==> src/rtl/tdf_pkg.sv <==
// Shared types and constants of the trial division factorizer.
package tdf_pkg;

  localparam int unsigned MAX_RESULTS = 30;
  localparam int unsigned CNT_W       = 5;

  typedef enum logic {
    SEL_DIVISOR,
    SEL_NUMBER
  } put_sel_e;

  typedef struct packed {
    logic     load;
    logic     div_start;
    logic     step;
    logic     put;
    put_sel_e put_sel;
    logic     put_last;
  } cmd_t;

  typedef struct packed {
    logic below_two;
    logic sq_gt_num;
    logic sq_next_gt_num;
    logic div_done;
    logic rem_zero;
    logic d_eq_num;
    logic cap_reached;
    logic out_free;
  } status_t;

endpackage

==> src/rtl/tdf_if.sv <==
// Valid/ready channel interfaces for the factorizer input and result streams.
interface tdf_in_if #(
  parameter int unsigned WIDTH = 32
);
  logic                    valid;
  logic                    ready;
  logic signed [WIDTH-1:0] number;

  modport source (output valid, output number, input ready);
  modport sink   (input valid, input number, output ready);
endinterface

interface tdf_out_if #(
  parameter int unsigned WIDTH = 32
);
  logic                    valid;
  logic                    ready;
  logic signed [WIDTH-1:0] factor_value;
  logic                    last;

  modport source (output valid, output factor_value, output last, input ready);
  modport sink   (input valid, input factor_value, input last, output ready);
endinterface

==> src/rtl/trial_division_factorizer_unit.sv <==
// Top level of the trial division factorizer.
//
// in_i carries one signed number per transaction; out_o returns its prime
// factors in ascending order with multiplicity, one per transaction, with
// last set on the final one. Numbers below two come back unchanged as one
// result with last set.
// Items are worked one at a time: in_i is ready only while the sequencer
// is idle. A pass-through result goes through S_TEST and S_PUT_N to the output register.
// Each odd trial candidate (and two) takes one division in the radix-2
// divider, and each divisor found to be a factor is emitted from S_PUT_D.
// Search stops once the candidate squared exceeds the cofactor.
// A single output register holds each result; while out_o is stalled the
// sequencer waits before writing the next one. Reset returns the sequencer
// to idle and empties the output register.
module trial_division_factorizer_unit
  import tdf_pkg::*;
#(
  parameter int unsigned WIDTH = 32
) (
  input  logic        clk_i,
  input  logic        rst_ni,
  tdf_in_if.sink      in_i,
  tdf_out_if.source   out_o
);

  cmd_t    cmd;
  status_t status;
  logic    in_ready;

  tdf_ctrl u_ctrl (
    .clk_i      (clk_i),
    .rst_ni     (rst_ni),
    .in_valid_i (in_i.valid),
    .in_ready_o (in_ready),
    .status_i   (status),
    .cmd_o      (cmd)
  );

  tdf_datapath #(
    .WIDTH (WIDTH)
  ) u_datapath (
    .clk_i          (clk_i),
    .rst_ni         (rst_ni),
    .cmd_i          (cmd),
    .status_o       (status),
    .number_i       (in_i.number),
    .out_ready_i    (out_o.ready),
    .out_valid_o    (out_o.valid),
    .factor_value_o (out_o.factor_value),
    .last_o         (out_o.last)
  );

  assign in_i.ready = in_ready;

endmodule

==> src/rtl/tdf_divider.sv <==
// Radix-2 restoring divider, one quotient bit per cycle.
module tdf_divider #(
  parameter int unsigned WIDTH = 32,
  parameter int unsigned DW    = 17
) (
  input  logic             clk_i,
  input  logic             rst_ni,
  input  logic             start_i,
  input  logic [WIDTH-1:0] dividend_i,
  input  logic [DW-1:0]    divisor_i,
  output logic             busy_o,
  output logic             done_o,
  output logic [WIDTH-1:0] quot_o,
  output logic [DW-1:0]    rem_o
);

  localparam int unsigned CW = $clog2(WIDTH);

  logic          busy_q;
  logic          done_q;
  logic [CW-1:0] cnt_q;
  logic [WIDTH-1:0] q_q;
  logic [DW-1:0]    r_q;
  logic [DW-1:0]    dv_q;
  logic [DW:0]      trial;
  logic [DW:0]      diff;
  logic             fits;

  assign trial = {r_q, q_q[WIDTH-1]};
  assign fits  = trial >= {1'b0, dv_q};
  assign diff  = trial - {1'b0, dv_q};

  always_ff @(posedge clk_i or negedge rst_ni) begin
    if (!rst_ni) begin
      busy_q <= 1'b0;
      done_q <= 1'b0;
      cnt_q  <= '0;
    end else if (start_i) begin
      busy_q <= 1'b1;
      done_q <= 1'b0;
      cnt_q  <= '0;
    end else if (busy_q) begin
      if (cnt_q == CW'(WIDTH - 1)) begin
        busy_q <= 1'b0;
        done_q <= 1'b1;
      end else begin
        cnt_q <= cnt_q + CW'(1);
      end
    end else begin
      done_q <= 1'b0;
    end
  end

  always_ff @(posedge clk_i) begin
    if (start_i) begin
      q_q  <= dividend_i;
      r_q  <= '0;
      dv_q <= divisor_i;
    end else if (busy_q) begin
      q_q <= {q_q[WIDTH-2:0], fits};
      r_q <= fits ? diff[DW-1:0] : trial[DW-1:0];
    end
  end

  assign busy_o = busy_q;
  assign done_o = done_q;
  assign quot_o = q_q;
  assign rem_o  = r_q;

  assert property (@(posedge clk_i) disable iff (!rst_ni) done_q |-> (r_q < dv_q))
    else $error("divider remainder not below divisor");

endmodule

==> src/rtl/tdf_ctrl.sv <==
// Sequencer for trial division: load, divide, step candidate, emit factors.
module tdf_ctrl
  import tdf_pkg::*;
(
  input  logic    clk_i,
  input  logic    rst_ni,
  input  logic    in_valid_i,
  output logic    in_ready_o,
  input  status_t status_i,
  output cmd_t    cmd_o
);

  localparam logic [2:0] S_IDLE  = 3'd0;
  localparam logic [2:0] S_TEST  = 3'd1;
  localparam logic [2:0] S_DIV   = 3'd2;
  localparam logic [2:0] S_PUT_D = 3'd3;
  localparam logic [2:0] S_PUT_N = 3'd4;

  logic [2:0] state_q;
  logic [2:0] state_d;

  always_comb begin
    state_d    = state_q;
    cmd_o      = '0;
    in_ready_o = 1'b0;
    case (state_q)
      S_IDLE: begin
        in_ready_o = 1'b1;
        if (in_valid_i) begin
          cmd_o.load = 1'b1;
          state_d    = S_TEST;
        end
      end
      S_TEST: begin
        if (status_i.below_two || status_i.sq_gt_num) begin
          state_d = S_PUT_N;
        end else begin
          cmd_o.div_start = 1'b1;
          state_d         = S_DIV;
        end
      end
      S_DIV: begin
        if (status_i.div_done) begin
          if (status_i.rem_zero) begin
            state_d = S_PUT_D;
          end else begin
            cmd_o.step = 1'b1;
            if (status_i.sq_next_gt_num) begin
              state_d = S_PUT_N;
            end else begin
              cmd_o.div_start = 1'b1;
            end
          end
        end
      end
      S_PUT_D: begin
        if (status_i.out_free) begin
          cmd_o.put      = 1'b1;
          cmd_o.put_sel  = SEL_DIVISOR;
          cmd_o.put_last = status_i.d_eq_num || status_i.cap_reached;
          state_d        = cmd_o.put_last ? S_IDLE : S_TEST;
        end
      end
      S_PUT_N: begin
        if (status_i.out_free) begin
          cmd_o.put      = 1'b1;
          cmd_o.put_sel  = SEL_NUMBER;
          cmd_o.put_last = 1'b1;
          state_d        = S_IDLE;
        end
      end
      default: begin
        state_d = S_IDLE;
      end
    endcase
  end

  always_ff @(posedge clk_i or negedge rst_ni) begin
    if (!rst_ni) begin
      state_q <= S_IDLE;
    end else begin
      state_q <= state_d;
    end
  end

endmodule

==> src/rtl/tdf_datapath.sv <==
// Cofactor, candidate and square registers, divider and result register.
module tdf_datapath
  import tdf_pkg::*;
#(
  parameter int unsigned WIDTH = 32
) (
  input  logic                    clk_i,
  input  logic                    rst_ni,
  input  cmd_t                    cmd_i,
  output status_t                 status_o,
  input  logic signed [WIDTH-1:0] number_i,
  input  logic                    out_ready_i,
  output logic                    out_valid_o,
  output logic signed [WIDTH-1:0] factor_value_o,
  output logic                    last_o
);

  localparam int unsigned DW  = WIDTH / 2 + 1;
  localparam int unsigned SQW = WIDTH + 1;

  logic [WIDTH-1:0] num_q;
  logic [DW-1:0]    d_q;
  logic [DW-1:0]    d_nx;
  logic [SQW-1:0]   sq_q;
  logic [SQW-1:0]   sq_nx;
  logic [CNT_W-1:0] cnt_q;
  logic [WIDTH-1:0] dext;
  logic             out_valid_q;
  logic [WIDTH-1:0] factor_q;
  logic             last_q;
  logic             out_free;
  logic             div_busy;
  logic             div_done;
  logic [WIDTH-1:0] quot;
  logic [DW-1:0]    rem;

  assign dext = {{(WIDTH - DW){1'b0}}, d_q};

  // skip even candidates once two is done
  always_comb begin
    if (d_q == DW'(2)) begin
      d_nx  = DW'(3);
      sq_nx = SQW'(9);
    end else begin
      d_nx  = d_q + DW'(2);
      sq_nx = sq_q + SQW'({d_q, 2'b00}) + SQW'(4);
    end
  end

  tdf_divider #(
    .WIDTH (WIDTH),
    .DW    (DW)
  ) u_divider (
    .clk_i      (clk_i),
    .rst_ni     (rst_ni),
    .start_i    (cmd_i.div_start),
    .dividend_i (num_q),
    .divisor_i  (cmd_i.step ? d_nx : d_q),
    .busy_o     (div_busy),
    .done_o     (div_done),
    .quot_o     (quot),
    .rem_o      (rem)
  );

  always_ff @(posedge clk_i) begin
    if (cmd_i.load) begin
      num_q <= $unsigned(number_i);
      d_q   <= DW'(2);
      sq_q  <= SQW'(4);
    end else begin
      if (cmd_i.step) begin
        d_q  <= d_nx;
        sq_q <= sq_nx;
      end
      if (cmd_i.put && cmd_i.put_sel == SEL_DIVISOR) begin
        num_q <= quot;
      end
    end
  end

  always_ff @(posedge clk_i or negedge rst_ni) begin
    if (!rst_ni) begin
      cnt_q <= '0;
    end else if (cmd_i.load) begin
      cnt_q <= '0;
    end else if (cmd_i.put) begin
      cnt_q <= cnt_q + CNT_W'(1);
    end
  end

  assign out_free = !out_valid_q || out_ready_i;

  always_ff @(posedge clk_i or negedge rst_ni) begin
    if (!rst_ni) begin
      out_valid_q <= 1'b0;
    end else if (cmd_i.put) begin
      out_valid_q <= 1'b1;
    end else if (out_ready_i) begin
      out_valid_q <= 1'b0;
    end
  end

  always_ff @(posedge clk_i) begin
    if (cmd_i.put) begin
      factor_q <= (cmd_i.put_sel == SEL_DIVISOR) ? dext : num_q;
      last_q   <= cmd_i.put_last;
    end
  end

  always_comb begin
    status_o.below_two      = num_q[WIDTH-1] || (num_q < WIDTH'(2));
    status_o.sq_gt_num      = sq_q > {1'b0, num_q};
    status_o.sq_next_gt_num = sq_nx > {1'b0, num_q};
    status_o.div_done       = div_done;
    status_o.rem_zero       = rem == '0;
    status_o.d_eq_num       = dext == num_q;
    status_o.cap_reached    = cnt_q == CNT_W'(MAX_RESULTS - 1);
    status_o.out_free       = out_free;
  end

  assign out_valid_o    = out_valid_q;
  assign factor_value_o = $signed(factor_q);
  assign last_o         = last_q;

  assert property (@(posedge clk_i) disable iff (!rst_ni)
    cmd_i.put && cmd_i.put_sel == SEL_DIVISOR |-> rem == '0)
    else $error("divisor emitted without exact division");

  assert property (@(posedge clk_i) disable iff (!rst_ni)
    cmd_i.put |-> out_free)
    else $error("result register overwritten while occupied");

  assert property (@(posedge clk_i) disable iff (!rst_ni)
    cmd_i.div_start |-> !div_busy)
    else $error("division started while divider busy");

  assert property (@(posedge clk_i) disable iff (!rst_ni)
    cnt_q <= CNT_W'(MAX_RESULTS))
    else $error("result count beyond cap");

endmodule

==> src/flat_wrapper.sv <==
// flat-port wrapper written by rule: the top's interface ports become plain ports
module trial_division_factorizer_unit_flat import tdf_pkg::*;
#(
  parameter int unsigned WIDTH = 32
)
  (clk_i, rst_ni, in_i_valid, in_i_number, in_i_ready, out_o_valid, out_o_factor_value, out_o_last, out_o_ready);
  tdf_in_if #(.WIDTH(WIDTH)) in_i_i ();
  tdf_out_if #(.WIDTH(WIDTH)) out_o_i ();
  input  logic clk_i;
  input  logic rst_ni;
  input wire logic [$bits(in_i_i.valid)-1:0] in_i_valid;
  input wire logic [$bits(in_i_i.number)-1:0] in_i_number;
  output wire logic [$bits(in_i_i.ready)-1:0] in_i_ready;
  output wire logic [$bits(out_o_i.valid)-1:0] out_o_valid;
  output wire logic [$bits(out_o_i.factor_value)-1:0] out_o_factor_value;
  output wire logic [$bits(out_o_i.last)-1:0] out_o_last;
  input wire logic [$bits(out_o_i.ready)-1:0] out_o_ready;
  assign in_i_i.valid = in_i_valid;
  assign in_i_i.number = in_i_number;
  assign in_i_ready = in_i_i.ready;
  assign out_o_valid = out_o_i.valid;
  assign out_o_factor_value = out_o_i.factor_value;
  assign out_o_last = out_o_i.last;
  assign out_o_i.ready = out_o_ready;
  trial_division_factorizer_unit #(.WIDTH(WIDTH)) u_core (.clk_i(clk_i), .rst_ni(rst_ni), .in_i(in_i_i), .out_o(out_o_i));
endmodule
==> config.mk <==
export PLATFORM = sky130hd
export DESIGN_NAME = trial_division_factorizer_unit_flat
export DESIGN_NICKNAME = d
export VERILOG_FILES = /design/src/rtl/tdf_pkg.sv /design/src/rtl/tdf_if.sv /design/src/rtl/trial_division_factorizer_unit.sv /design/src/rtl/tdf_divider.sv /design/src/rtl/tdf_ctrl.sv /design/src/rtl/tdf_datapath.sv /design/src/flat_wrapper.sv
export SDC_FILE = /design/constraint.sdc
export NUM_CORES = 1
export LEC_CHECK = 0
export CORE_MARGIN = 2
export CORE_UTILIZATION = 46
export CTS_CLUSTER_SIZE = 25
export DETAILED_ROUTE_END_ITERATION = 6
export DONT_BUFFER_PORTS = 1
export GPL_TIMING_DRIVEN = 0
export PLACE_DENSITY = 0.7
export SETUP_SLACK_MARGIN = 0.2
export SLEW_MARGIN = 5
export SYNTH_ARGS = -nofsm -noshare
export SYNTH_HDL_FRONTEND = slang
export SYNTH_HIERARCHICAL = 1
export SYNTH_SLANG_ARGS = --single-unit
==> constraint.sdc <==
create_clock -name clk_i -period 9.7 [get_ports clk_i]
set_clock_uncertainty 0.05 [all_clocks]
set_input_delay 1.94 -clock clk_i [delete_from_list [all_inputs] [get_ports clk_i]]
set_output_delay 1.94 -clock clk_i [all_outputs]
set_load 0.01 [all_outputs]
# ---- Yosys cells after proc, flatten, opt, wreduce, memory -nomap -nowiden
# Index checks and enable logic that the tools add are counted.
dict set report word_totals {
  ff_bits 197
  latch_bits 0
  ramBits 0
  romBits 0
  inputBits 36
  out_inout_bits 35
  mem_count 0
}
dict set report op_classes {
  n_addsub 6
  multipliers 0
  n_div 0
  magnitude_cmp 4
  eq_ne 15
  n_shift 0
  muxes 43
  bitwise_logic 1
  reduce_logical 14
}
# operator count
set op_table {}
lappend op_table {{$mux W32} 4}
lappend op_table {{$mux W17} 4}
lappend op_table {{$gt A33 B32 Y1} 2}
lappend op_table {{$add A33 B19 Y33} 1}
lappend op_table {{$add A33 B3 Y33 const B} 1}
lappend op_table {{$mux W33} 1}
lappend op_table {{$eq A17 B32 Y1} 1}
lappend op_table {{$lt A32 B2 Y1 const B} 1}
lappend op_table {{$mux W3} 9}
lappend op_table {{$mux W5} 5}
lappend op_table {{$ge A18 B17 Y1} 1}
lappend op_table {{$add A17 B2 Y17 const B} 1}
lappend op_table {{$eq A17 B2 Y1 const B} 1}
lappend op_table {{$logic_not A17 Y1} 1}
lappend op_table {{$sub A17 B17 Y17} 1}
lappend op_table {{$mux W1} 15}
lappend op_table {{$pmux W3 S5} 1}
lappend op_table {{$add A5 B1 Y5 const B} 2}
lappend op_table {{$eq A5 B5 Y1 const B} 2}
lappend op_table {{$ne A2 B2 Y1 const B} 4}
lappend op_table {{$reduce_bool A2 Y1} 4}
lappend op_table {{$eq A3 B2 Y1 const B} 2}
lappend op_table {{$pmux W3 S2} 1}
lappend op_table {{$reduce_and A5 Y1} 1}
lappend op_table {{other kinds (13)} 17}

# ---- Logic depth before layout (Yosys ltp)
dict set report depth {
  depth_word 10
  ltp_mapped 29
  ltp_nobuf 27
}

# ---- Modules after synthesis
# Netlist, hierarchy kept.
# mod n_inst cells_each area_per_inst_um2
set by_module_without_submodules {}
lappend by_module_without_submodules {tdf_datapath 1 857 8252.9}
lappend by_module_without_submodules {tdf_divider 1 328 3880.0}
lappend by_module_without_submodules {tdf_ctrl 1 37 285.3}

# ---- Least setup slack after synthesis
# OpenSTA, ideal clock, no wires.
dict set report synth_timing {
  path_type {flip-flop to flip-flop}
  start {register u_core.u_datapath.d_q[1]}
  end {register u_core.u_datapath.u_divider.q_q[0] (netlist: u_core/u_datapath/u_divider/quot_o[0]), enable pin}
  setup_ps 387
  t_arrival_ps 6391
  setup_slack_ps 2872
  stages_incl_launch_ff 25
  path_buffers 1
  path_cell_list {dfxtp_1 ha_1 ha_1 fa_1 a21oi_2 o211ai_2 or4_4 and2_4 a31oi_4 a21oi_1 xnor2_1 nor2_1 ha_1 nor2b_1 o21ai_0 o2111ai_1 o31ai_1 o211ai_1 a21oi_1 o22ai_1 or3_1 a21oi_1 clkbuf_8 nor2_1 inv_1}
}
# element line_no
set synth_rtl {}
lappend synth_rtl {{start, declared} tdf_datapath.sv:22} ;# logic [DW-1:0] d_q;
lappend synth_rtl {{start signal, assigned} tdf_datapath.sv:72} ;# d_q <= d_nx;
lappend synth_rtl {{end signal, assigned} tdf_divider.sv:56} ;# q_q <= dividend_i;
lappend synth_rtl {{end signal, assigned} tdf_divider.sv:60} ;# q_q <= {q_q[WIDTH-2:0], fits};
lappend synth_rtl {{end, declared} tdf_divider.sv:22} ;# logic [WIDTH-1:0] q_q;

==> metrics.cfg <==
[run_status]
status = finished clean

[route]
wl_per_cell_um = 19.5
via_per_inst = 5.75
drtIter0Drc = 940
via_count = 9185
ant_nets = 0
wirelength_met1_um = 13800
met3WireLength_um = 1630
wl_met2_um = 14700
top_layer = met4
routed_wl_um = 31100
dr.pass1.iters = 5
drcViolationCount = 0

[layout]
final_layout_size_suffix_gt1_share_pct = 13.1
final_cells = 1597
multi_input_area_um2 = 6710
final_cell_mix = ha_1 (120), edfxtp_1 (114), nor2_1 (111)
nFillCells = 2432
seq_area_um2 = 5160
synthToLayoutAreaGrowth_pct = 8.75
final_common_cell = ha_1
nNetsFinal = 1400

[global_routing]
grt_pass1_wl_um = 49500
antenna_found_initial = 1
grt_max_degree = 33
grtUsageTotal_pct = 22.4
gr-total-overflow = 0
grt_pass1_vias = 9085

[yosys]
postSynthAreaPerCell_um2 = 10.2
synth-edff-count = 114
yosys_warnings = 6
synthCells = 1222
synth_nets = 1380
synth_area_um2 = 12400
async_flop_share_pct = 8.12
ys_seq_area_share_pct = 41.6
synth_cell_type_count = 83
synth-seq-cells = 197
synthFlopType = edfxtp_1

[power]
pwr-share-clk_pct = 19.9
swShare_pct = 39.8
p_comb_share_pct = 40.9
power_switching_mw = 1.50
p_leak_nw = 5.64
pwr-share-seq_pct = 39.2
power-per-cell-area_nw_per_um2 = 279
peakVddDrop_mv = 0.154
finalPower_mw = 3.77
p_int_mw = 2.27

[run]
cap_violations = 0

[clock_tree]
cts_tree = built
cts_root_buf = clkbuf_16
clock_sinks = 197
numCtsBuffers = 17
clk_pin_slew_worst_paths_ps = 80
clk-insertion-delay-late_ps = 450
ctsHoldBuffers = 0
cts_max_path_buffers = 2
cts-resized-gates = 0
htreeDepth = 4
postCtsSetupBuffers = 0

[place]
io_buffers = 0
dp_hpwl_um = 23600
post-place-cells = 1564
place_congestion = 0.915

[sta]
hold_viol = 0
max_slew.worst_pin.slew_ps = 1020
max_slew_margin_pct = 31.5
maxSlewViolCount = 0
min_period_ps = 8030
rsz0062_at_grt = false
tns_ps = 0
timing.final.crit_share_pct = 82.7
fmax_mhz = 125
setup_viol = 0

[setup_path]
worst_setup_path_start_kind = flip-flop
worstPathArrival_ps = 8170
cp_cell_sequence = clkbuf_1, nor4_1, nand3_1, nor3_1, clkbuf_1, buf_1, nor2_1, ha_1, a21oi_1, o21ai_0, a211oi_1, o2111ai_1, o31ai_1, o211ai_1, a21oi_1, o22ai_1, or3_1, a21oi_2, clkbuf_8, clkbuf_1, mux2_2
slowest_stage = a21oi_2
cp_max_fo = 18
regToRegSetupSlack_ps = 1670
cp_common_cell = clkbuf_1
cp_num_buf_inv = 5
cp_data_required_time_ps = 9850
r2r_start = u_core/u_datapath/d_q[3]$_SDFF_PP0_
cpPeakStageDelay_ps = 710
endpoint_kind = flip-flop
cp-startpoint = u_core/u_datapath/d_q[3]$_SDFF_PP0_
crit_family = compound AO/OA/AOI/OAI gates
worst-setup-path-type = flip-flop to flip-flop

[floorplan]
io_pins = 71
fp.dieH_um = 168
coreArea_um2 = 26700
num_rows = 60
dieArea_um2 = 28300
initial_utilization_pct = 46.5
dieWidth_um = 168

[hold_path]
worstHoldStart = u_core/u_datapath/sq_q[0]$_SDFFE_PP0P_
holdCritPathClass = flip-flop to flip-flop

==> Yosys cell counts, types with 29 or more instances <==
| cell type | n | area (µm²) |
|---|---|---|
| dfxtp_1 | 67 | 1340 |
| nand2_1 | 78 | 293 |
| xnor2_1 | 35 | 307 |
| inv_1 | 71 | 267 |
| a21o_1 | 29 | 218 |
| clkbuf_1 | 31 | 116 |
| nor2_1 | 111 | 417 |
| edfxtp_1 | 114 | 3420 |
| ha_1 | 120 | 1500 |
| xor2_1 | 40 | 350 |
| o21ai_0 | 42 | 210 |
| mux2_2 | 77 | 867 |
| a21oi_1 | 73 | 365 |
==> layer usage <==
layer,vias to the layer above,GRT usage [%]
met2,246,37.1
li1,4474,-
met1,4405,29.2
met5,-,0
met4,0,9.15
met3,60,3.97
==> worst min-delay path, stage by stage, from the launching register on <==
cell	delay (ps)
dfxtp_1	310
inv_1	70
a21oi_1	60
==> stage by stage <==
step                      worst slack, ps  cell area (µm²)  utilization (%)  hold slack, ps
after global placement                935            12800             48.1             414
after detailed placement             1840            12900             48.2             423
after floorplan                      2870            12400                -             400
after global routing                 1400            13500             50.5             470
after CTS                            1820            13500             50.5             434
final                                1670            13500             50.5             438
==> cell families (layout without fill, tap and decap cells) <==
family | count (synthesis) | count (layout) | share of synthesized area (%)
AO/OA/AOI/OAI | 244 | 244 | 13.2
XOR/XNOR | 75 | 75 | 5.29
adder cells (fa/ha/maj) | 122 | 122 | 12.4
buffers and inverters | 122 | 155 | 4.42
flip-flops | 197 | 197 | 41.6
multiplexers | 90 | 90 | 8.04
other | 0 | 1 | 0
AND/OR/NAND/NOR | 372 | 372 | 15.1
==> flip-flops by register name, summed over array words and instances (netlist names) <==
name                                flops
u_core/u_datapath/u_divider/done_o      1
u_core/u_datapath/sq_q                 33
u_core/u_datapath/num_q                32
u_core/u_datapath/out_valid_o           1
u_core/u_datapath/u_divider/quot_o     32
u_core/u_datapath/u_divider/cnt_q       5
u_core/u_ctrl/state_q                   3
u_core/u_datapath/d_q                  17
u_core/u_datapath/cnt_q                 5
u_core/u_datapath/u_divider/rem_o      17
u_core/u_datapath/factor_value_o       32
u_core/u_datapath/last_o                1
u_core/u_datapath/u_divider/busy_o      1
u_core/u_datapath/u_divider/dv_q       17
==> power groups by stage <==
stage,combinational (mW),clock [mW],sequential (mW)
6_report,1.54,0.751,1.48
4_1_cts,1.54,0.765,1.48
3_3_place_gp,1.48,0,1.49
3_5_place_dp,1.53,0,1.49
2_1_floorplan,1.18,0,1.41
5_1_grt,1.71,0.795,1.51
==> final timing paths <==
path                                                                    end  depth (start not counted)
setup / recovery           u_core/u_datapath/u_divider/quot_o[13]$_DFFE_PP_                         21
hold / removal                       u_core/u_datapath/sq_q[0]$_SDFFE_PP0P_                          2
setup reg to reg           u_core/u_datapath/u_divider/quot_o[13]$_DFFE_PP_                         21
hold reg to reg                      u_core/u_datapath/sq_q[0]$_SDFFE_PP0P_                          2
max in group asynchronous              u_core/u_ctrl/state_q[1]$_DFFE_PN0P_                          0
min in group asynchronous            u_core/u_datapath/cnt_q[1]$_DFFE_PN0P_                          0
==> area by class of cell <==
cell class	instances	area share (%)
inverter	72	2.00
antenna	1	0.0185
tap	341	3.16
clock buffer	17	3.15
multi-input combinational	903	49.7
buffer	50	2.07
timing repair buffer	1	0.148
clock inverter	15	1.52
sequential	197	38.2
(Power assumes the default switching activity.)
